**config.mk**
```make
export PLATFORM = sky130hd
export DESIGN_NAME = cidht_front
export DESIGN_NICKNAME = d
export VERILOG_FILES = /design/src/hw/rtl/cidht_pkg.sv /design/src/hw/rtl/cidht_front.sv
export SDC_FILE = /design/constraint.sdc
export NUM_CORES = 1
export LEC_CHECK = 0
export BUFFER_PORTS_ARGS = -buffer_cell sky130_fd_sc_hd__buf_2
export CELL_PAD_IN_SITES_DETAIL_PLACEMENT = 0
export CELL_PAD_IN_SITES_GLOBAL_PLACEMENT = 1
export CORE_ASPECT_RATIO = 1.25
export CORE_MARGIN = 8
export CORE_UTILIZATION = 46
export CTS_CLUSTER_DIAMETER = 30
export DETAILED_ROUTE_END_ITERATION = 16
export PLACE_DENSITY = 0.9
export REMOVE_ABC_BUFFERS = 1
export SLEW_MARGIN = 20
export SYNTH_ARGS = -nofsm -noshare
export SYNTH_HDL_FRONTEND = slang
export SYNTH_SLANG_ARGS = --single-unit
export TNS_END_PERCENT = 30
```
**constraint.sdc**
```tcl
create_clock -name clk -period 15.8 [get_ports clk]
set_input_delay 0.79 -clock clk [delete_from_list [all_inputs] [get_ports clk]]
set_output_delay 0.79 -clock clk [all_outputs]
set_load 0.05 [all_outputs]
```
**src/hw/rtl/cidht_pkg.sv**
```systemverilog
// Shared types, constants and hash helper for the connection ID hash table.
// No dependencies.
package cidht_pkg;

  localparam int TableSlotsDef = 1024;
  localparam int MaxConnectionsDef = 256;
  localparam int MaxIdBytes = 20;
  localparam logic [31:0] FnvOffset = 32'd2166136261;
  localparam logic [31:0] FnvPrime = 32'd16777619;
  localparam logic [3:0] LimitReset = 4'd8;

  typedef enum logic [1:0] {
    ACT_ADD = 2'd0,
    ACT_REMOVE = 2'd1,
    ACT_LOOKUP = 2'd2,
    ACT_DONE = 2'd3
  } action_t;

  typedef enum logic [1:0] {
    ST_OK = 2'd0,
    ST_FULL = 2'd1,
    ST_LIMIT = 2'd2,
    ST_MISS = 2'd3
  } status_t;

  typedef enum logic [1:0] {
    KIND_EMPTY = 2'd0,
    KIND_LIVE = 2'd1,
    KIND_TOMB = 2'd2,
    KIND_SPARE = 2'd3
  } kind_t;

  typedef struct packed {
    logic [1:0] action;
    logic [7:0] conn_handle;
    logic [4:0] id_length;
    logic [63:0] id_word0;
    logic [63:0] id_word1;
    logic [31:0] id_word2;
    logic done_flag;
  } in_word_t;

  typedef struct packed {
    logic [1:0] status;
    logic [7:0] found_handle;
    logic hit;
  } out_word_t;

  // A hashed, masked command as it travels from front to back.
  typedef struct packed {
    logic [1:0] action;
    logic [7:0] conn_handle;
    logic [4:0] id_length;
    logic [159:0] key;
    logic done_flag;
    logic [31:0] hash;
  } cmd_t;

  localparam int CmdWidth = $bits(cmd_t);

  function automatic logic [31:0] fnv_step(input logic [31:0] h, input logic [7:0] b);
    logic [31:0] x;
    x = h ^ {24'd0, b};
    return x * FnvPrime;
  endfunction

endpackage

```
**src/hw/rtl/cidht_front.sv**
```systemverilog
// Front end: accepts commands, masks the ID and hashes it one byte a cycle.
// Depends on cidht_pkg.
module cidht_front (
  input  logic              clk,
  input  logic              rst_n,
  input  logic              start,
  input  cidht_pkg::in_word_t in_word,
  output logic              busy,
  output logic              cmd_valid,
  output cidht_pkg::cmd_t   cmd,
  input  logic              cmd_ready
);
  import cidht_pkg::*;

  typedef enum logic [1:0] {S_IDLE, S_HASH, S_HOLD} fstate_t;

  fstate_t state_r, state_nxt;
  cmd_t cmd_r, cmd_nxt;
  logic [4:0] idx_r, idx_nxt;
  logic [4:0] len_c;
  logic [159:0] mask_c;
  logic [7:0] byte_c;

  always_comb begin
    len_c = (in_word.id_length > 5'(MaxIdBytes)) ? 5'(MaxIdBytes) : in_word.id_length;
    for (int i = 0; i < 20; i++) begin
      mask_c[i*8 +: 8] = (5'(i) < len_c) ? 8'hff : 8'h00;
    end
  end

  assign byte_c = cmd_r.key[{idx_r, 3'b000} +: 8];

  always_comb begin
    state_nxt = state_r;
    cmd_nxt = cmd_r;
    idx_nxt = idx_r;
    unique case (state_r)
      S_IDLE: begin
        if (start) begin
          cmd_nxt.action = in_word.action;
          cmd_nxt.conn_handle = in_word.conn_handle;
          cmd_nxt.id_length = len_c;
          cmd_nxt.key = {in_word.id_word2, in_word.id_word1, in_word.id_word0} & mask_c;
          cmd_nxt.done_flag = in_word.done_flag;
          cmd_nxt.hash = FnvOffset;
          idx_nxt = '0;
          state_nxt = S_HASH;
        end
      end
      S_HASH: begin
        if (idx_r < cmd_r.id_length) begin
          cmd_nxt.hash = fnv_step(cmd_r.hash, byte_c);
          idx_nxt = idx_r + 5'd1;
        end else begin
          state_nxt = S_HOLD;
        end
      end
      S_HOLD: begin
        if (cmd_ready) begin
          state_nxt = S_IDLE;
        end
      end
      default: state_nxt = S_IDLE;
    endcase
  end

  always_ff @(posedge clk) begin
    if (!rst_n) begin
      state_r <= S_IDLE;
      idx_r <= '0;
    end else begin
      state_r <= state_nxt;
      idx_r <= idx_nxt;
    end
    cmd_r <= cmd_nxt;
  end

  assign busy = (state_r != S_IDLE);
  assign cmd_valid = (state_r == S_HOLD);
  assign cmd = cmd_r;
endmodule

```
==> flow_metrics.tcl, run 1 <==
set metrics [dict create \
    outcome "completed" \
    postCtsSetupBuffers 0 \
    arrival_ps 8070 \
    ctsHoldBuffers 0 \
    hp-start "in_word[0]" \
    rr_worst_depth 21 \
    timing.final.crit_share 0.496 \
    critPathCaptureType "flip-flop" \
    track_usage 0.276 \
    drive_gt1_frac 0.316 \
    worstPathCellList "mux4_2 -> mux4_2 -> a22oi_1 -> xnor2_1 -> ha_1 -> ha_1 -> fa_1 -> ha_1 -> fa_1 -> ha_1 -> inv_1 -> fa_1 -> inv_1 -> ha_1 -> and3_1 -> a221o_1 -> a31o_2 -> a41oi_1 -> or3_1 -> a211o_1 -> a31oi_1" \
    synthTopCellsByCount "edfxtp_1 (208), inv_1 (206), ha_1 (190), and2_1 (86), nor2b_1 (86)" \
    nNetsFinal 2071 \
    num_rows 74 \
    synth_cell_types 59 \
    synth_adder_area_share 0.255 \
    cts_resized 0 \
    die_area_sq_mm 0.0390 \
    die_width_um 178 \
    cp.depth 21 \
    critPathBufInv 2 \
    drt_iter0_drc 955 \
    tns_ps 0 \
    start_util 0.465 \
    muxShareOfSynthArea 0.0753 \
    worst_slew_pin_slew_ps 1090 \
    cts_made_buffers 40 \
    synth_top_area_frac 0.413 \
    rsz0062_at_grt "false" \
    cts-root-buf "clkbuf_16" \
    worst-path-max-fanout 42 \
    synth_top_family_by_area "adder cells" \
    clkLatencyLatePin_ps 550 \
    ys.flop_type "edfxtp_1" \
    worstPathRequired_ps 16040 \
    clockBufferDepth 3 \
    via_per_inst 5.50 \
    period_minus_slack_ps 7830 \
    wl_per_cell_um 26.0 \
    chipHeight_um 219 \
    cts_tree "done" \
    ys_ff_latch 215 \
    whs_path_depth 1 \
    routed_wl_um 54200 \
    synth_enable_flop_cells 208 \
    async_flop_share 0 \
    core_area_sq_mm 0.0325 \
    multi_input_area_sq_mm 0.00782 \
    first_pass_iters 5 \
    max_cap_viol_count 0 \
    drtAntennaViolNets 0 \
    grt-ovfl-total 0 \
    syn_avg_cell_area_sq_um 12.4 \
    register_area_sq_mm 0.00639 \
    clock_skew_ps 27.8 \
    cts_num_sinks 215 \
    slew_headroom 0.274 \
    crit_type "flip-flop to flip-flop" \
    grt_max_degree 97 \
    setup-violations-final 0 \
    yosysMostFrequentCell "edfxtp_1" \
    r2r-end "cmd[30]" \
    reg2reg_slack_ps 7970 \
    port_buffers 389 \
    synth_compound_area_frac 0.0527 \
    nFillCells 2680 \
    clkTransAtPathRegs_ps 50 \
    syn_inst 1222 \
    globalplace.congestion 0.967 \
    synth_largest_area_cell "edfxtp_1" \
    cp_top_family "adder cells" \
    synthSimpleGateAreaFrac 0.108 \
    r2r-start "idx_r[0]" \
    fmax_mhz 128 \
    grt_pass1_vias 12204 \
    hold_end "cmd[32]" \
    dp.final_hpwl_um 44200 \
    yosys-top-cells-area "edfxtp_1 (41%), ha_1 (16%), fa_1 (9.8%)" \
    yosysSeqAreaShare 0.422 \
    synthXorXnorAreaFrac 0.0249 \
    drv_slew 0 \
    hold_viol_final 0 \
    hp-class "primary input to flip-flop" \
    h-tree-depth 2 \
    ios 390 \
    cp_slowest_cell "dfxtp_4" \
    cpMostUsedCell "ha_1" \
    startpoint_type "flip-flop" \
    slowest_delay_ps 870 \
    antenna_found_initial 7 \
    grt_pass1_wl_um 77700 \
    yosys_warnings 0 \
    syn_area_sq_mm 0.0151 \
    num_vias 11457 \
    drc 0 \
    syn_to_final_growth_pct 25.0 \
]
worst max path at each step:
stage / from / to / slack [ps]
global route: idx_r[0] / cmd[30] / 7700
detailed placement: idx_r[0] / cmd[30] / 8010
finish: idx_r[0] / cmd[30] / 7970
global placement: idx_r[0] / cmd[30] / 8160
floorplan: idx_r[0] / cmd[30] / 7840
CTS: idx_r[0] / cmd[30] / 7990
metrics by stage:
step	area, sq um	worst slack, ps	util	hold WS, ps	std cells
after floorplan	15000	7840	-	467	1191
after global placement	17500	8160	0.538	484	2003
after detailed placement	17500	8010	0.538	513	2003
after CTS	18900	7990	0.582	407	2077
after global routing	18900	7700	0.582	406	2082
final	18900	7970	0.582	418	2082
state kept, by name, summed over array words and instances (netlist names):
register	flops
state_r	2
cmd	208
idx_r	5
kinds of logic (layout without fill, tap and decap cells):
family / Yosys count / after routing
buffers and inverters: 238 / 675
adders and majority gates: 264 / 264
xor gates and xnor gates: 43 / 43
muxes: 55 / 55
DFF: 215 / 215
other: 0 / 5
AOI/OAI and AO/OA: 116 / 116
and+or+nand+nor: 291 / 291
cell usage in the layout (no fill, tap or decap), types with 4 or more instances in the layout:
cell type / n
dfxtp_1: 5
inv_6: 8
a211oi_1: 5
clkinv_2: 4
or3_1: 5
buf_2: 389
clkinv_1: 6
and2_1: 86
nand4_1: 5
buf_4: 5
diode_2: 5
o21a_1: 9
o21bai_1: 5
clkinvlp_4: 5
bufinv_16: 5
edfxtp_1: 208
o21ai_0: 14
clkbuf_16: 41
nand2b_1: 9
and3_1: 5
or2_2: 4
clkinv_4: 4
xor2_1: 10
fa_1: 74
a31oi_1: 5
a21o_1: 17
mux4_2: 47
xnor2_1: 33
nand3_1: 14
mux2i_1: 8
a22oi_1: 6
nand2_1: 31
inv_1: 205
nor2_1: 29
nor2b_1: 86
nor3_1: 11
a21oi_1: 26
ha_1: 190
area by class of cell:
cell class	instances	area share
Inverter	207	0.0414
Multi-Input combinational cell	769	0.413
Clock buffer	42	0.0545
Timing Repair Buffer	394	0.105
Clock inverter	32	0.0195
Antenna cell	5	0.000662
Tap cell	418	0.0277
Sequential cell	215	0.338
per-layer routing:
| metal | vias up | global-route usage | wire length (um) |
|---|---|---|---|
| li1 | 5065 | - | - |
| met1 | 5667 | 0.297 | 17900 |
| met2 | 623 | 0.492 | 28400 |
| met3 | 100 | 0.0863 | 5650 |
| met4 | 2 | 0.115 | 2230 |
| met5 | - | 0 | 15 |
Power of run 1 is not shown: default switching activity piles up to over one toggle a cycle in this logic, so the estimate is an artifact.
==> run 2: changes to the inputs <==
--- a/config.mk
+++ b/config.mk
@@ -5,15 +5,16 @@
 export SDC_FILE = /design/constraint.sdc
 export NUM_CORES = 1
 export LEC_CHECK = 0
+export ABC_AREA = 1
 export BUFFER_PORTS_ARGS = -buffer_cell sky130_fd_sc_hd__buf_2
 export CELL_PAD_IN_SITES_DETAIL_PLACEMENT = 0
 export CELL_PAD_IN_SITES_GLOBAL_PLACEMENT = 1
 export CORE_ASPECT_RATIO = 1.25
 export CORE_MARGIN = 8
-export CORE_UTILIZATION = 46
+export CORE_UTILIZATION = 37
 export CTS_CLUSTER_DIAMETER = 30
 export DETAILED_ROUTE_END_ITERATION = 16
-export PLACE_DENSITY = 0.9
+export PLACE_DENSITY = 0.81
 export REMOVE_ABC_BUFFERS = 1
 export SLEW_MARGIN = 20
 export SYNTH_ARGS = -nofsm -noshare
==> constraint.sdc (replaced) <==
create_clock -name clk -period 6.5 [get_ports clk]
set_input_delay 0.325 -clock clk [delete_from_list [all_inputs] [get_ports clk]]
set_output_delay 0.325 -clock clk [all_outputs]
set_load 0.05 [all_outputs]
==> run 2 against run 1 <==
Compared with the run above:
- core utilization shrank 11 points
- critical path depth grew 8
- sequential share of layout area shrank 2.3 points
- via count grew 20%
- cell area grew 7.2%
- clock skew grew 18 ps
- critical path type unchanged
==> flow_metrics.tcl, run 2 <==
set metrics [dict create \
    outcome "completed" \
    track_usage 0.221 \
    drive_gt1_frac 0.240 \
    worstPathRequired_ps 6780 \
    max_cap_viol_count 0 \
    nNetsFinal 2663 \
    synth_cell_types 44 \
    final_cell_mix "inv_1 (438), buf_2 (389), nor2_1 (278)" \
    clock_skew_ps 45.6 \
    slowest_delay_ps 530 \
    tns_ps 0 \
    cts_tree "done" \
    fmax_mhz 162 \
    ys.flop_type "edfxtp_1" \
    cts-root-buf "clkbuf_16" \
    register_area_sq_mm 0.00639 \
    fin_cells 2818 \
    crit_start "idx_r[0]" \
    clkLatencyLatePin_ps 550 \
    syn_to_final_growth_pct 27.1 \
    syn_area_sq_mm 0.0160 \
    multi_input_area_sq_mm 0.00775 \
    port_buffers 389 \
    hp-start "in_word[107]" \
    slew_headroom 0.255 \
    yosys_warnings 0 \
    drtAntennaViolNets 0 \
    cpMostUsedCell "nor2_1" \
    nFillCells 4142 \
    final_common_cell "inv_1" \
    drc 0 \
    num_rows 85 \
    yosysSeqAreaShare 0.400 \
    crit_type "flip-flop to flip-flop" \
    die_width_um 202 \
    core_area_sq_mm 0.0429 \
    timing.final.crit_share 0.949 \
    die_area_sq_mm 0.0501 \
    yosysMostFrequentCell "inv_1" \
    largest_reg_flops 208 \
    synth_largest_area_cell "edfxtp_1" \
    grt_max_degree 116 \
    synth_top_area_frac 0.391 \
    setup-violations-final 0 \
    hold_viol_final 0 \
    wl_met2_um 29100 \
    wl_per_cell_um 20.1 \
    topRoutingLayerUsed "met5" \
    dp.final_hpwl_um 46200 \
    syn_avg_cell_area_sq_um 8.95 \
    first_pass_iters 5 \
    grt-ovfl-total 0 \
    drv_slew 0 \
    worst_slew_pin_slew_ps 1110 \
    grt_pass1_wl_um 84300 \
    wl_met1_um 20600 \
    worst-path-max-fanout 37 \
    ys_ff_latch 215 \
    grt_pass1_vias 14626 \
    h-tree-depth 2 \
    synth_enable_flop_cells 208 \
    cp_slowest_cell "fa_1" \
    placed_cells 2728 \
    met3WireLength_um 4890 \
    yosys-top-cells-area "edfxtp_1 (39%), ha_1 (15%), inv_1 (10%)" \
    r2r-start "idx_r[0]" \
    arrival_ps 6450 \
    antenna_found_initial 6 \
    clkTransAtPathRegs_ps 60 \
    clockBufferDepth 3 \
    via_per_inst 4.87 \
    routed_wl_um 56700 \
    cts_num_sinks 215 \
    ios 390 \
    num_vias 13713 \
    hp-class "primary input to flip-flop" \
    period_minus_slack_ps 6170 \
    drt_iter0_drc 696 \
    startpoint_type "flip-flop" \
    chipHeight_um 248 \
    syn_inst 1783 \
    critPathCaptureType "flip-flop" \
    hold_slack_ps 38.0 \
    async_flop_share 0 \
    globalplace.congestion 0.925 \
    start_util 0.372 \
    synthTopCellsByCount "inv_1 (440), nor2_1 (281), edfxtp_1 (208), nand2_1 (207), ha_1 (190)" \
    cts_made_buffers 41 \
]
[run 2: cell types whose count changed after synthesis, sizes merged, moves of 47 or more]
cell and delta:
nor2 +255, inv +238, nand2 +179, o21ai +99, and2 -87, nor2b -86
mux4 -47
[run 2: worst paths after layout]
| path | to | slack, ps | depth (start not counted) |
|---|---|---|---|
| worst max register to register | cmd[21] | 330 | 29 |
| worst min-delay path | cmd[43] | 40 | 3 |
| worst max-delay path | cmd[21] | 330 | 29 |
| worst min register to register | idx_r[3] | 620 | 2 |
[run 2: cell families after synthesis]
kind of cell,share of synthesized area
XOR/XNOR,0.0114
AO/OA/AOI/OAI,0.0838
flip-flops,0.400
buffers and inverters,0.120
adder cells (fa/ha/maj),0.242
AND/OR/NAND/NOR,0.142
[run 2: routing by layer]
layer	global-route usage	vias to the layer above
met5	0	-
met4	0.0843	6
met3	0.0623	104
met2	0.404	532
met1	0.240	6493
li1	-	6578
[run 2: metrics by stage]
step                      setup WS [ps]  cell area [sq um]  utilization
after floorplan                    -691              15700            -
after global placement              240              18600        0.434
after detailed placement            127              18600        0.434
after CTS                          95.6              20100        0.469
after global routing              -26.6              20300        0.473
final                               334              20300        0.473
[run 2: timing repair]
action                                  CTS  global route
resized for setup                         0            38
hold buffers                             10             1
endpoints found under the setup margin    0            16
setup buffers                             0             0
endpoints found under the hold margin    10             1
[run 2: worst max-delay path, delay by kind of cell (launching register included)]
family	cells	cell delay, ps
adders and majority gates	7	2650
DFF	1	390
buffers and inverters	3	320
and+or+nand+nor	13	1470
AOI/OAI and AO/OA	6	1100
[run 2: layout make-up]
class / instances / share of cell area
Timing Repair Buffer: 429 / 0.116
Sequential cell: 215 / 0.315
Antenna cell: 2 / 0.000247
Tap cell: 565 / 0.0349
Inverter: 445 / 0.0831
Clock inverter: 30 / 0.0168
Clock buffer: 45 / 0.0513
Multi-Input combinational cell: 1087 / 0.382
Power of run 2 is left out for the same reason.
