==> config.mk <==
export PLATFORM = sky130hd
export DESIGN_NAME = cidht_queue
export DESIGN_NICKNAME = d
export VERILOG_FILES = /design/src/hw/rtl/cidht_pkg.sv /design/src/hw/rtl/cidht_queue.sv
export SDC_FILE = /design/constraint.sdc
export NUM_CORES = 1
export LEC_CHECK = 0
export BUFFER_PORTS_ARGS = -buffer_cell sky130_fd_sc_hd__buf_4
export CAP_MARGIN = 20
export CORE_UTILIZATION = 56
export CTS_CLUSTER_DIAMETER = 60
export DETAILED_ROUTE_END_ITERATION = 8
export PLACE_DENSITY = 0.84
export SLEW_MARGIN = 10
export SYNTH_ARGS = -nofsm -noshare
export SYNTH_HDL_FRONTEND = slang
export SYNTH_SLANG_ARGS = --single-unit
==> constraint.sdc <==
create_clock -name clk -period 15.9 [get_ports clk]
set_input_delay 1.59 -clock clk [delete_from_list [all_inputs] [get_ports clk]]
set_output_delay 1.59 -clock clk [all_outputs]
set_load 0.03 [all_outputs]
==> src/hw/rtl/cidht_pkg.sv <==
// Shared types, constants and hash helper for the connection ID hash table.
// No dependencies.
package cidht_pkg;

  localparam int TableSlotsDef = 1024;
  localparam int MaxConnectionsDef = 256;
  localparam int MaxIdBytes = 20;
  localparam logic [31:0] FnvOffset = 32'd2166136261;
  localparam logic [31:0] FnvPrime = 32'd16777619;
  localparam logic [3:0] LimitReset = 4'd8;

  typedef enum logic [1:0] {
    ACT_ADD = 2'd0,
    ACT_REMOVE = 2'd1,
    ACT_LOOKUP = 2'd2,
    ACT_DONE = 2'd3
  } action_t;

  typedef enum logic [1:0] {
    ST_OK = 2'd0,
    ST_FULL = 2'd1,
    ST_LIMIT = 2'd2,
    ST_MISS = 2'd3
  } status_t;

  typedef enum logic [1:0] {
    KIND_EMPTY = 2'd0,
    KIND_LIVE = 2'd1,
    KIND_TOMB = 2'd2,
    KIND_SPARE = 2'd3
  } kind_t;

  typedef struct packed {
    logic [1:0] action;
    logic [7:0] conn_handle;
    logic [4:0] id_length;
    logic [63:0] id_word0;
    logic [63:0] id_word1;
    logic [31:0] id_word2;
    logic done_flag;
  } in_word_t;

  typedef struct packed {
    logic [1:0] status;
    logic [7:0] found_handle;
    logic hit;
  } out_word_t;

  // A hashed, masked command as it travels from front to back.
  typedef struct packed {
    logic [1:0] action;
    logic [7:0] conn_handle;
    logic [4:0] id_length;
    logic [159:0] key;
    logic done_flag;
    logic [31:0] hash;
  } cmd_t;

  localparam int CmdWidth = $bits(cmd_t);

  function automatic logic [31:0] fnv_step(input logic [31:0] h, input logic [7:0] b);
    logic [31:0] x;
    x = h ^ {24'd0, b};
    return x * FnvPrime;
  endfunction

endpackage

==> src/hw/rtl/cidht_queue.sv <==
// Two-entry queue between the front end and the table engine.
// Depends on cidht_pkg.
module cidht_queue (
  input  logic            clk,
  input  logic            rst_n,
  input  logic            push_valid,
  input  cidht_pkg::cmd_t push_cmd,
  output logic            push_ready,
  output logic            pop_valid,
  output cidht_pkg::cmd_t pop_cmd,
  input  logic            pop_ready
);
  import cidht_pkg::*;

  cmd_t q_r [2];
  logic [1:0] cnt_r, cnt_nxt;
  logic rd_r, wr_r;
  logic push, pop;

  assign push_ready = (cnt_r != 2'd2);
  assign pop_valid = (cnt_r != 2'd0);
  assign pop_cmd = q_r[rd_r];
  assign push = push_valid && push_ready;
  assign pop = pop_valid && pop_ready;

  always_comb begin
    cnt_nxt = cnt_r;
    if (push && !pop) begin
      cnt_nxt = cnt_r + 2'd1;
    end else if (pop && !push) begin
      cnt_nxt = cnt_r - 2'd1;
    end
  end

  always_ff @(posedge clk) begin
    if (!rst_n) begin
      cnt_r <= '0;
      rd_r <= 1'b0;
      wr_r <= 1'b0;
    end else begin
      cnt_r <= cnt_nxt;
      if (push) begin
        wr_r <= ~wr_r;
      end
      if (pop) begin
        rd_r <= ~rd_r;
      end
    end
    if (push) begin
      q_r[wr_r] <= push_cmd;
    end
  end
endmodule

==> summary.txt, run 1 <==
Run status
  – Outcome: completed

Global routing
  – Initial antenna violation count: 1
  – Overall Global Routing Usage: between 20% and 30%
  – Number of global-route vias before repair: 8298
  – Gr ovfl total: 0
  – Global-route wire length before repair: roughly 48 mm
  – Largest net degree at the start of global routing: between 100 and 150

Synthesis
  – Ys Warns: 0
  – Post-synth ARST share: 0%
  – Synthesized cell area: about 16000 um^2
  – Synth top area cells: edfxtp_1 (80%), mux2_4 (9.7%), mux2_2 (7.7%), buf_6 (1.1%), dfxtp_1 (0.64%)
  – Synth cell count leaders: edfxtp_1 (416), mux2_2 (107), mux2_4 (101), buf_6 (15), buf_2 (8)
  – Top-count cell post-synth: edfxtp_1
  – Yosys reg bits: around 420
  – Cells after Synth: approximately 670
  – Synthesized net count: about 880
  – Yosys cell types: 20
  – Synth area leader: edfxtp_1
  – Number of synthesized flops with an enable pin: roughly 420
  – Ys flop type: edfxtp_1
  – Sequential share of the synthesized area: 80.4%
  – Area share of the largest cell type after synthesis: roughly 80%
  – Mapped Avg Cell Area: between 20 and 25 um^2

Clock tree
  – Resize count post-CTS: 0
  – Root Buffer: clkbuf_16
  – Clock Tree Buf Depth: 3
  – CTS Buf Count: 41
  – Clk Latency, worst-skew pair: 0.51 ns
  – Clock slew at reported path FFs: 0.06 ns
  – CTS HTree Levels: 2
  – Setup bufs post-CTS: 0
  – Post-CTS Hold Buffers: 0
  – Clk sinks: approximately 420
  – CTS tree: yes

Critical path
  – CP startpoint kind: flop
  – CP Max Fanout: a little over 60
  – CP Capture Type: output port
  – RR Endpoint: q_r[1][142]$_DFFE_PP_
  – FF-to-FF Start: cnt_r[0]$_SDFFE_PN0P_
  – WS Path Type: flop to output port
  – Worst reg2reg setup slack: 12.94 ns
  – Worst Reg-to-Reg Cells: 3
  – Critical Path AT: about 3.6 ns
  – CP Data Required Time: around 14 ns

STA
  – Tcrit/Tclk final: between 30% and 40%
  – Hold slack: just under 0.6 ns
  – RSZ-0062 raised after global routing: false
  – Final setup fails: 0
  – Tmin final: between 5 and 6 ns
  – Setup_tns: 0 ns
  – Max Clk Rate: 194 MHz
  – Worst slew pin tran: ~1.1 ns
  – Final hold violations: 0
  – Setup ws final: between 10 and 15 ns
  – Clock skew: between 0.007 and 0.008 ns
  – Final Max Tran Viols: 0
  – Max-slew headroom: ~27%

Final layout
  – Fin cells: approximately 1500
  – Register Area: 12600 um^2
  – Layout cells sized above 1: 60.3%
  – Area Growth Syn to Fin: 30.8%
  – Multi-input logic area: ~2900 um^2
  – Final net count: ~1300
  – Filler instances: approximately 1500

Placement
  – Final HPWL DP: between 20 and 25 mm
  – I/O Buffers: 421
  – Gpl congestion: roughly 0.8
  – Dpl cells: 1447
  – Setup WS pre-CTS: approximately 11 ns

Drt
  – Vias per std cell: about 5.3
  – Drt pass-1 iters: 5
  – Via count: 8010
  – Wire per inst: around 22 um
  – DRC Markers: 0
  – DRT iter0 DRCs: just under 600
  – ANT nets after route: 0
  – Total wire length: between 30 and 40 mm

Power
  – Cell Pwr Density: around 170 nW/um^2
  – Static Leakage: about 7.8 nW
  – Max VDD drop: 0.000112 V
  – Pwr Total: 3.53 mW

Floorplanning
  – Cell row count: 60
  – CORE AREA: approximately 27000 um^2
  – Die ar.: 28600 um^2
  – Die X: between 150 and 200 um
  – Die Height: about 170 um
  – Initial Util: between 50% and 60%
  – I/O Pins: between 400 and 500

Worst hold path
  – Hold Startpoint: cnt_r[1]$_SDFFE_PN0P_
  – Hold depth: 2
  – Hold Path End: cnt_r[1]$_SDFFE_PN0P_
  – HP Class: flop to flop

Job
  – Max_cap viols: 0
## routing by layer
metal / GRT usage, % / part of all wire, % / up-vias
li1: - / - / 3571
met1: 26.1 / 36 / 3930
met3: 7.28 / 9.6 / 82
met4: 11.3 / 4.3 / 0
met2: 39.5 / 50 / 427
met5: 0 / 0 / -
## logic make-up after synthesis
logic type,share of synthesized area (%)
AO/OA/AOI/OAI,0.224
adder cells (fa/ha/maj),0.0799
AND/OR/NAND/NOR,0.368
XOR/XNOR,0.168
multiplexers,17.4
flip-flops,80.4
buffers and inverters,1.36
## critical path, cell delays in order (launching register included)
cell     delay, ns
dfxtp_4       0.71
buf_4         0.78
buf_4         0.91
mux2_4        0.36
buf_4         0.17
## power breakdown
| part | internal [mW] | switching, mW | total [mW] |
|---|---|---|---|
| clock | 0.586 | 0.378 | 0.963 |
| combinational | 0.478 | 0.650 | 1.13 |
| sequential | 1.39 | 0.0545 | 1.44 |
| total | 2.45 | 1.08 | 3.53 |
## cell type report
class / count / share of cell area [%]
multi-input cells: 226 / 14.0
clock inverters: 22 / 1.34
well taps: 372 / 2.27
flip-flops and latches: 421 / 61.5
inverters: 1 / 0.0550
clock buffers: 50 / 5.18
diodes: 1 / 0.0122
repair buffers: 427 / 15.7
## state kept, by name, summed over array words and instances (netlist names), named ones only
signal,cells
rd_r,1
q_r,416
wr_r,1
cnt_r,2
## worst max-delay path by stage
stage                     slack [ns]                   to  depth (start not counted)
after floorplan                 8.91  q_r[1][0]$_DFFE_PP_                          1
after global placement         11.30          pop_cmd[32]                          4
after detailed placement       11.26          pop_cmd[32]                          4
after CTS                      10.70          pop_cmd[32]                          4
after global routing           10.55          pop_cmd[32]                          4
final                          10.74         pop_cmd[177]                          4
## metrics by stage
| step | utilization [%] | cell area [um^2] |
|---|---|---|
| after global routing | 75.3 | 20500 |
| after floorplan | - | 15700 |
| after detailed placement | 70.4 | 19100 |
| after CTS | 75.3 | 20500 |
| final | 75.3 | 20500 |
| after global placement | 70.4 | 19100 |
## layout by cell type (no fill, tap or decap), drive strengths merged
cell | Yosys | routed
buf | 23 | 427
edfxtp | 416 | 416
mux2 | 208 | 208
clkbuf | 0 | 50
clkinv | 0 | 15
bufinv | 0 | 7
dfxtp | 5 | 5
and2 | 4 | 4
xnor2 | 2 | 2
a21boi | 2 | 2
o21ai | 2 | 2
diode | 0 | 1
nand2b | 1 | 1
or2 | 1 | 1
and3 | 1 | 1
nand3b | 1 | 1
inv | 1 | 1
xor2 | 1 | 1
or3 | 1 | 1
a21bo | 1 | 1
ha | 1 | 1
(Power assumes the default switching activity.)
==> inputs of run 2 (changes only) <==
--- a/config.mk
+++ b/config.mk
@@ -7,10 +7,10 @@
 export LEC_CHECK = 0
 export BUFFER_PORTS_ARGS = -buffer_cell sky130_fd_sc_hd__buf_4
 export CAP_MARGIN = 20
-export CORE_UTILIZATION = 56
+export CORE_UTILIZATION = 52
 export CTS_CLUSTER_DIAMETER = 60
 export DETAILED_ROUTE_END_ITERATION = 8
-export PLACE_DENSITY = 0.84
+export PLACE_DENSITY = 0.79
 export SLEW_MARGIN = 10
 export SYNTH_ARGS = -nofsm -noshare
 export SYNTH_HDL_FRONTEND = slang
==> constraint.sdc (replaced) <==
create_clock -name clk -period 4.8 [get_ports clk]
set_input_delay 0.48 -clock clk [delete_from_list [all_inputs] [get_ports clk]]
set_output_delay 0.48 -clock clk [all_outputs]
set_load 0.03 [all_outputs]
==> run 2 against run 1 <==
Utilization down 5.9 points. Critical path depth shrank 1. Cell count rose by 1.5%. Highest routed layer unchanged. Non-clock buffer count increased by 4. Sequential power grew to 3.3 times the previous value. Die area grew 7.6%. Clock skew increased by 0.0068 ns. Count of clock-buffer cells in the layout increased by 7. Register-to-register slack worse by 11 ns. Power rose to 3.3 times the previous value. Combinational power rose to 3.3 times the previous value.
==> summary.txt, run 2 (synthesis results as in run 1) <==
Run status
  – Outcome: completed (unchanged)

STA
  – Setup_tns: 0 ns (unchanged)
  – Clock skew: 0.0142 ns (was 0.00743 ns)
  – Final hold violations: 0 (unchanged)
  – Final setup fails: 0 (unchanged)
  – Worst slew pin tran: 1.06 ns (was 1.09 ns)
  – Final Max Tran Viols: 0 (unchanged)
  – Max Clk Rate: 322 MHz
  – Tcrit/Tclk final: between 60% and 70%
  – RSZ-0062 raised after global routing: false (unchanged)
  – Tmin final: between 3 and 4 ns
  – Max-slew headroom: 29.6% (was 27.2%)

Final layout
  – Filler instances: 1893 (was 1504)
  – Multi-input logic area: 2860 um^2 (unchanged)
  – Design area: 20600 um^2 (was 20500 um^2)
  – Highest-count cells in the layout ignoring fill and taps: buf_4 (426), edfxtp_1 (416), mux2_2 (107) (was buf_4 (427), edfxtp_1 (416), mux2_2 (107))
  – Register Area: 12600 um^2 (unchanged)
  – Commonest non-fill, non-tap cell in the layout: buf_4 (unchanged)
  – Layout cells sized above 1: 60.8% (was 60.3%)
  – Area Growth Syn to Fin: 31.5% (was 30.8%)
  – Biggest register: q_r (unchanged)
  – # diodes: 0 (was 1)
  – Largest regs: q_r x416, cnt_r x2 (unchanged)
  – Final net count: 1336 (was 1331)
  – Max reg flops: 416 (unchanged)

Clock tree
  – Post-CTS Hold Buffers: 0 (unchanged)
  – Clk Latency, worst-skew pair: 0.52 ns (was 0.51 ns)
  – Clock Tree Buf Depth: 3 (unchanged)
  – CTS HTree Levels: 2 (unchanged)
  – CTS tree: yes (unchanged)
  – Clk sinks: 421 (unchanged)
  – Root Buffer: clkbuf_16 (unchanged)
  – Resize count post-CTS: 0 (unchanged)
  – Clock slew at reported path FFs: 0.06 ns (about the same)
  – CTS Buf Count: 42 (was 41)
  – Setup bufs post-CTS: 0 (unchanged)

Floorplanning
  – Die ar.: 30800 um^2 (was 28600 um^2)
  – I/O Pins: 422 (unchanged)
  – Initial Util: 52.8% (was 57.6%)
  – Cell row count: 63 (was 60)
  – CORE AREA: 29600 um^2 (was 27200 um^2)
  – Die X: 176 um (was 169 um)
  – Die Height: 176 um (was 169 um)

Critical path
  – CP Data Required Time: 4.32 ns (was 14.31 ns)
  – CP Max Fanout: 69 (was 61)
  – Critical Path AT: 2.63 ns (was 3.57 ns)
  – CP Capture Type: output port (unchanged)
  – WS Path Type: flop to output port (unchanged)
  – CP startpoint kind: flop (unchanged)

Global routing
  – Initial antenna violation count: 0 (was 1)
  – Overall Global Routing Usage: 19.9% (was 23.0%)
  – Global-route wire length before repair: 45.9 mm (was 47.9 mm)
  – Gr ovfl total: 0 (unchanged)
  – Number of global-route vias before repair: 8166 (was 8298)
  – Met3 GRT Util: 6.67% (was 7.28%)
  – Met2 Use GR: 34.7% (was 39.5%)
  – Met1 Track Usage GR: 23.1% (was 26.1%)
  – Largest net degree at the start of global routing: 109 (was 139)
  – Gr busiest metal: met2 (unchanged)

Drt
  – Drt pass-1 iters: 4 (was 5)
  – DRC Markers: 0 (unchanged)
  – ANT nets after route: 0 (unchanged)
  – Via count: 7865 (was 8010)
  – Wire per inst: 20.5 um (was 22.2 um)
  – Total wire length: 31.6 mm (was 33.7 mm)
  – DRT iter0 DRCs: 358 (was 597)
  – Vias per std cell: 5.10 (was 5.27)

Power
  – Cell Pwr Density: 568 nW/um^2 (was 173 nW/um^2)
  – Static Leakage: 7.84 nW (was 7.80 nW)
  – Max VDD drop: 0.000390 V (was 0.000112 V)

Placement
  – Dpl cell area: 19200 um^2 (was 19100 um^2)
  – I/O Buffers: 421 (unchanged)
  – Gpl congestion: 0.778 (was 0.801)
  – Final HPWL DP: 21.2 mm (was 23.2 mm)

Job
  – Max_cap viols: 0 (unchanged)

Worst hold path
  – HP Class: input port to flop (was flop to flop)
[run 2: changes by cell type in the layout (fill, tap and decap cells not counted), sizes merged]
cell,before,now
clkinv,15,14
bufinv,7,2
clkinvlp,0,1
clkbuf,50,57
buf,427,431
diode,1,0
[run 2: worst max-delay path: stages (launching register included)]
cell and delay (ns):
dfxtp_4 1.05, buf_4 0.52, mux2_4 0.35, buf_4 0.17
[run 2: routing by layer]
metal	vias up	routed length (um)	part of all wire (%)
li1	3576	-	-
met1	3887	11800	37
met3	48	2930	9.3
met4	0	778	2.5
met2	354	16000	51
met5	-	0	0
[run 2: layout make-up]
type	count	area share, %
sequential	421	61.2
multi-input combinational	226	13.9
clock inverter	17	0.650
tap	390	2.37
clock buffer	57	5.88
inverter	1	0.0365
timing repair buffer	431	16.0
[run 2: where the power goes]
group	switching [mW]	internal (mW)	leakage [nW]	total, mW
sequential	0.201	4.60	3.93	4.80
combinational	2.14	1.61	3.25	3.75
clock	1.27	1.87	0.661	3.14
[run 2: per-stage QoR]
step           util [%]  hold slack (ns)  cells  setup WS, ns  total power, mW
6_report           69.5            0.140   1543          1.69             11.7
5_1_grt            69.5            0.116   1543          1.54             12.1
4_1_cts            69.5            0.117   1543          1.63             11.8
3_5_place_dp       64.9            0.550   1469          2.19             8.64
3_3_place_gp       64.9            0.507   1469          2.21             8.59
2_1_floorplan         -            0.486    671         0.400             7.41
[run 2: worst paths after layout]
check        cells past startpoint             startpoint  slack, ns               endpoint
min reg2reg                      2  cnt_r[1]$_SDFFE_PN0P_       0.55  cnt_r[1]$_SDFFE_PN0P_
max                              3                   flop       1.69           pop_cmd[140]
max reg2reg                      5  cnt_r[0]$_SDFFE_PN0P_       2.17  q_r[0][200]$_DFFE_PP_
min                              1           push_cmd[84]       0.14   q_r[1][84]$_DFFE_PP_
==> inputs of run 3 (changes only) <==
--- a/config.mk
+++ b/config.mk
@@ -5,12 +5,13 @@
 export SDC_FILE = /design/constraint.sdc
 export NUM_CORES = 1
 export LEC_CHECK = 0
+export ABC_AREA = 1
 export BUFFER_PORTS_ARGS = -buffer_cell sky130_fd_sc_hd__buf_4
 export CAP_MARGIN = 20
-export CORE_UTILIZATION = 52
+export CORE_UTILIZATION = 47
 export CTS_CLUSTER_DIAMETER = 60
 export DETAILED_ROUTE_END_ITERATION = 8
-export PLACE_DENSITY = 0.79
+export PLACE_DENSITY = 0.75
 export SLEW_MARGIN = 10
 export SYNTH_ARGS = -nofsm -noshare
 export SYNTH_HDL_FRONTEND = slang
==> constraint.sdc (replaced) <==
create_clock -name clk -period 2.8 [get_ports clk]
set_input_delay 0.28 -clock clk [delete_from_list [all_inputs] [get_ports clk]]
set_output_delay 0.28 -clock clk [all_outputs]
set_load 0.03 [all_outputs]
==> run 3 against run 2 <==
Routed wire length is 17% higher. Final area is 11% higher. Power is 73% higher. Synthesized area hardly changed. Utilization is 0.72 points higher. Critical endpoint is now pop_cmd[104]. Highest routed layer unchanged.
==> summary.txt, run 3 <==
Run status
  – Outcome: completed (unchanged)

Final layout
  – Biggest register: q_r (unchanged)
  – Design area: 23000 um^2 (was 20600 um^2)
  – Area Growth Syn to Fin: 46.6% (was 31.5%)
  – Fin cells: 1833 (was 1543)
  – Largest regs: q_r x416, cnt_r x2 (unchanged)
  – Highest-count cells in the layout ignoring fill and taps: buf_4 (430), edfxtp_1 (416), dlygate4sd3_1 (209) (was buf_4 (426), edfxtp_1 (416), mux2_2 (107))
  – Final net count: 1569 (was 1336)
  – Layout cells sized above 1: 51.5% (was 60.8%)
  – Commonest non-fill, non-tap cell in the layout: buf_4 (unchanged)
  – Max reg flops: 416 (unchanged)

Clock tree
  – Clock slew at reported path FFs: 0.06 ns (about the same)
  – Resize count post-CTS: 0 (unchanged)
  – CTS tree: yes (unchanged)
  – Root Buffer: clkbuf_16 (unchanged)
  – Clock Tree Buf Depth: 3 (unchanged)
  – Setup bufs post-CTS: 0 (unchanged)
  – CTS HTree Levels: 2 (unchanged)
  – Clk sinks: 421 (unchanged)
  – CTS Buf Count: 44 (was 42)
  – Clk Latency, worst-skew pair: 0.54 ns (was 0.52 ns)

Floorplanning
  – Die ar.: 34100 um^2 (was 30800 um^2)
  – Die Height: 185 um (was 176 um)
  – Cell row count: 66 (was 63)
  – Initial Util: 47.9% (was 52.8%)
  – I/O Pins: 422 (unchanged)
  – CORE AREA: 32700 um^2 (was 29600 um^2)
  – Die X: 185 um (was 176 um)

Critical path
  – Critical Path AT: 2.08 ns (was 2.63 ns)
  – WS Path Type: flop to output port (unchanged)
  – FF-to-FF Start: cnt_r[0]$_SDFFE_PN0P_ (unchanged)
  – CP Data Required Time: 2.52 ns (was 4.32 ns)
  – Worst Reg-to-Reg Cells: 5 (unchanged)
  – CP startpoint kind: flop (unchanged)
  – RR Endpoint: q_r[0][188]$_DFFE_PP_ (was q_r[0][200]$_DFFE_PP_)
  – CP Max Fanout: 22 (was 69)
  – CP Capture Type: output port (unchanged)
  – CP endpoint: pop_cmd[104] (was pop_cmd[140])
  – Worst reg2reg setup slack: 1.03 ns (was 2.17 ns)

Placement
  – Gpl congestion: 0.743 (was 0.778)
  – Dpl cells: 1543 (was 1469)
  – I/O Buffers: 421 (unchanged)
  – Dpl cell area: 19500 um^2 (was 19200 um^2)
  – Final HPWL DP: 22.3 mm (was 21.2 mm)

Job
  – Max_cap viols: 0 (unchanged)

Synthesis
  – Yosys reg bits: 421 (unchanged)
  – Synthesized cell area: 15700 um^2 (about the same)
  – Yosys cell types: 15 (was 20)
  – Top-count cell post-synth: edfxtp_1 (unchanged)
  – Post-synth ARST share: 0% (unchanged)
  – Synth area leader: edfxtp_1 (unchanged)
  – Synth top area cells: edfxtp_1 (80%), mux2_4 (9.7%), mux2_2 (7.7%), buf_6 (1.1%), dfxtp_1 (0.64%) (unchanged)
  – Sequential share of the synthesized area: 80.4% (about the same)
  – Cells after Synth: 684 (was 671)
  – Synth cell count leaders: edfxtp_1 (416), mux2_2 (107), mux2_4 (101), buf_6 (15), nand2_1 (9) (was edfxtp_1 (416), mux2_2 (107), mux2_4 (101), buf_6 (15), buf_2 (8))
  – Ys Warns: 0 (unchanged)
  – Number of synthesized flops with an enable pin: 416 (unchanged)
  – Ys flop type: edfxtp_1 (unchanged)
  – Synthesized net count: 897 (was 884)
  – Area share of the largest cell type after synthesis: 79.8% (about the same)
  – Mapped Avg Cell Area: 22.9 um^2 (was 23.3 um^2)

STA
  – Hold slack: 0.133 ns (was 0.140 ns)
  – Tmin final: about 2.4 ns
  – Clock skew: 0.0132 ns (was 0.0142 ns)
  – Worst slew pin tran: 0.544 ns (was 1.06 ns)
  – Max-slew headroom: 63.7% (was 29.6%)
  – RSZ-0062 raised after global routing: false (unchanged)
  – Final hold violations: 0 (unchanged)
  – Final setup fails: 0 (unchanged)
  – Max Clk Rate: 423 MHz
  – Tcrit/Tclk final: 84.4%
  – Final Max Tran Viols: 0 (unchanged)

Drt
  – DRT iter0 DRCs: 344 (was 358)
  – Total wire length: 36.8 mm (was 31.6 mm)
  – Via count: 8890 (was 7865)
  – ANT nets after route: 0 (unchanged)
  – DRC Markers: 0 (unchanged)
  – Drt pass-1 iters: 4 (unchanged)
  – Wire per inst: 20.1 um (was 20.5 um)
  – Vias per std cell: 4.85 (was 5.10)

Worst hold path
  – HP Class: input port to flop (unchanged)

Power
  – Max VDD drop: 0.000580 V (was 0.000390 V)
  – Static Leakage: 8.84 nW (was 7.84 nW)
  – Cell Pwr Density: 883 nW/um^2 (was 568 nW/um^2)

Global routing
  – Initial antenna violation count: 3 (was 0)
  – Overall Global Routing Usage: 21.1% (was 19.9%)
  – Gr ovfl total: 0 (unchanged)
  – Number of global-route vias before repair: 9793 (was 8166)
  – Largest net degree at the start of global routing: 93 (was 109)
  – Global-route wire length before repair: 53.7 mm (was 45.9 mm)
[run 3: critical path: stages, from the launching register on]
cell     delay, ns
dfxtp_4       0.61
buf_4         0.41
mux2_4        0.34
buf_4         0.17
[run 3: worst min path at each step]
stage / startpoint / end / depth (start not counted)
6_report: push_valid / wr_r$_SDFFE_PN0P_ / 4
5_1_grt: push_valid / wr_r$_SDFFE_PN0P_ / 4
4_1_cts: push_valid / wr_r$_SDFFE_PN0P_ / 4
3_5_place_dp: push_cmd[121] / q_r[1][121]$_DFFE_PP_ / 1
3_3_place_gp: push_cmd[62] / q_r[0][62]$_DFFE_PP_ / 1
2_1_floorplan: push_cmd[0] / q_r[0][0]$_DFFE_PP_ / 0
[run 3: logic make-up after synthesis]
| kind of cell | after synthesis | synth area share, % |
|---|---|---|
| flip-flops | 421 | 80.4 |
| multiplexers | 208 | 17.4 |
| AND/OR/NAND/NOR | 19 | 0.479 |
| adder cells (fa/ha/maj) | 1 | 0.0799 |
| AO/OA/AOI/OAI | 4 | 0.144 |
| buffers and inverters | 31 | 1.53 |
[run 3: cell type report]
type                    instances  area (um^2)
diodes                          4         10.0
clock buffers                  52         1150
clock inverters                25          233
fillers                      1993         9740
inverters                       8         30.0
multi-input cells             232         2860
flip-flops and latches        421        12600
well taps                     442          553
repair buffers                649         5520
[run 3: routing by layer]
| metal | wire [um] | global-route usage [%] | up-vias |
|---|---|---|---|
| met3 | 3020 | 6.64 | 91 |
| met5 | 0 | 0 | - |
| li1 | - | - | 4062 |
| met4 | 1530 | 10.0 | 0 |
| met2 | 19000 | 38.2 | 387 |
| met1 | 13300 | 22.2 | 4350 |
[run 3: what timing repair did]
item,4_1_cts,5_1_grt
hold endpoints to repair,419,0
endpoints found under the setup margin,0,0
hold buffers,209,0
[run 3: metrics by stage]
step	utilization, %	TNS [ns]	power [mW]	setup slack, ns
finish	70.2	0	20.3	0.438
floorplan	-	-536.32	12.4	-1.30
detailed placement	59.5	0	14.5	0.984
global placement	59.5	0	14.4	1.00
CTS	70.2	0	20.3	0.414
global route	70.2	0	21.0	0.352
[run 3: where the power goes]
group          leakage [nW]  total, mW  switching [mW]  internal [mW]
Combinational          4.24       6.39            3.64           2.75
Sequential             3.92       8.24           0.274           7.97
Clock                 0.674       5.64            2.33           3.31
Total                  8.84       20.3            6.25           14.0
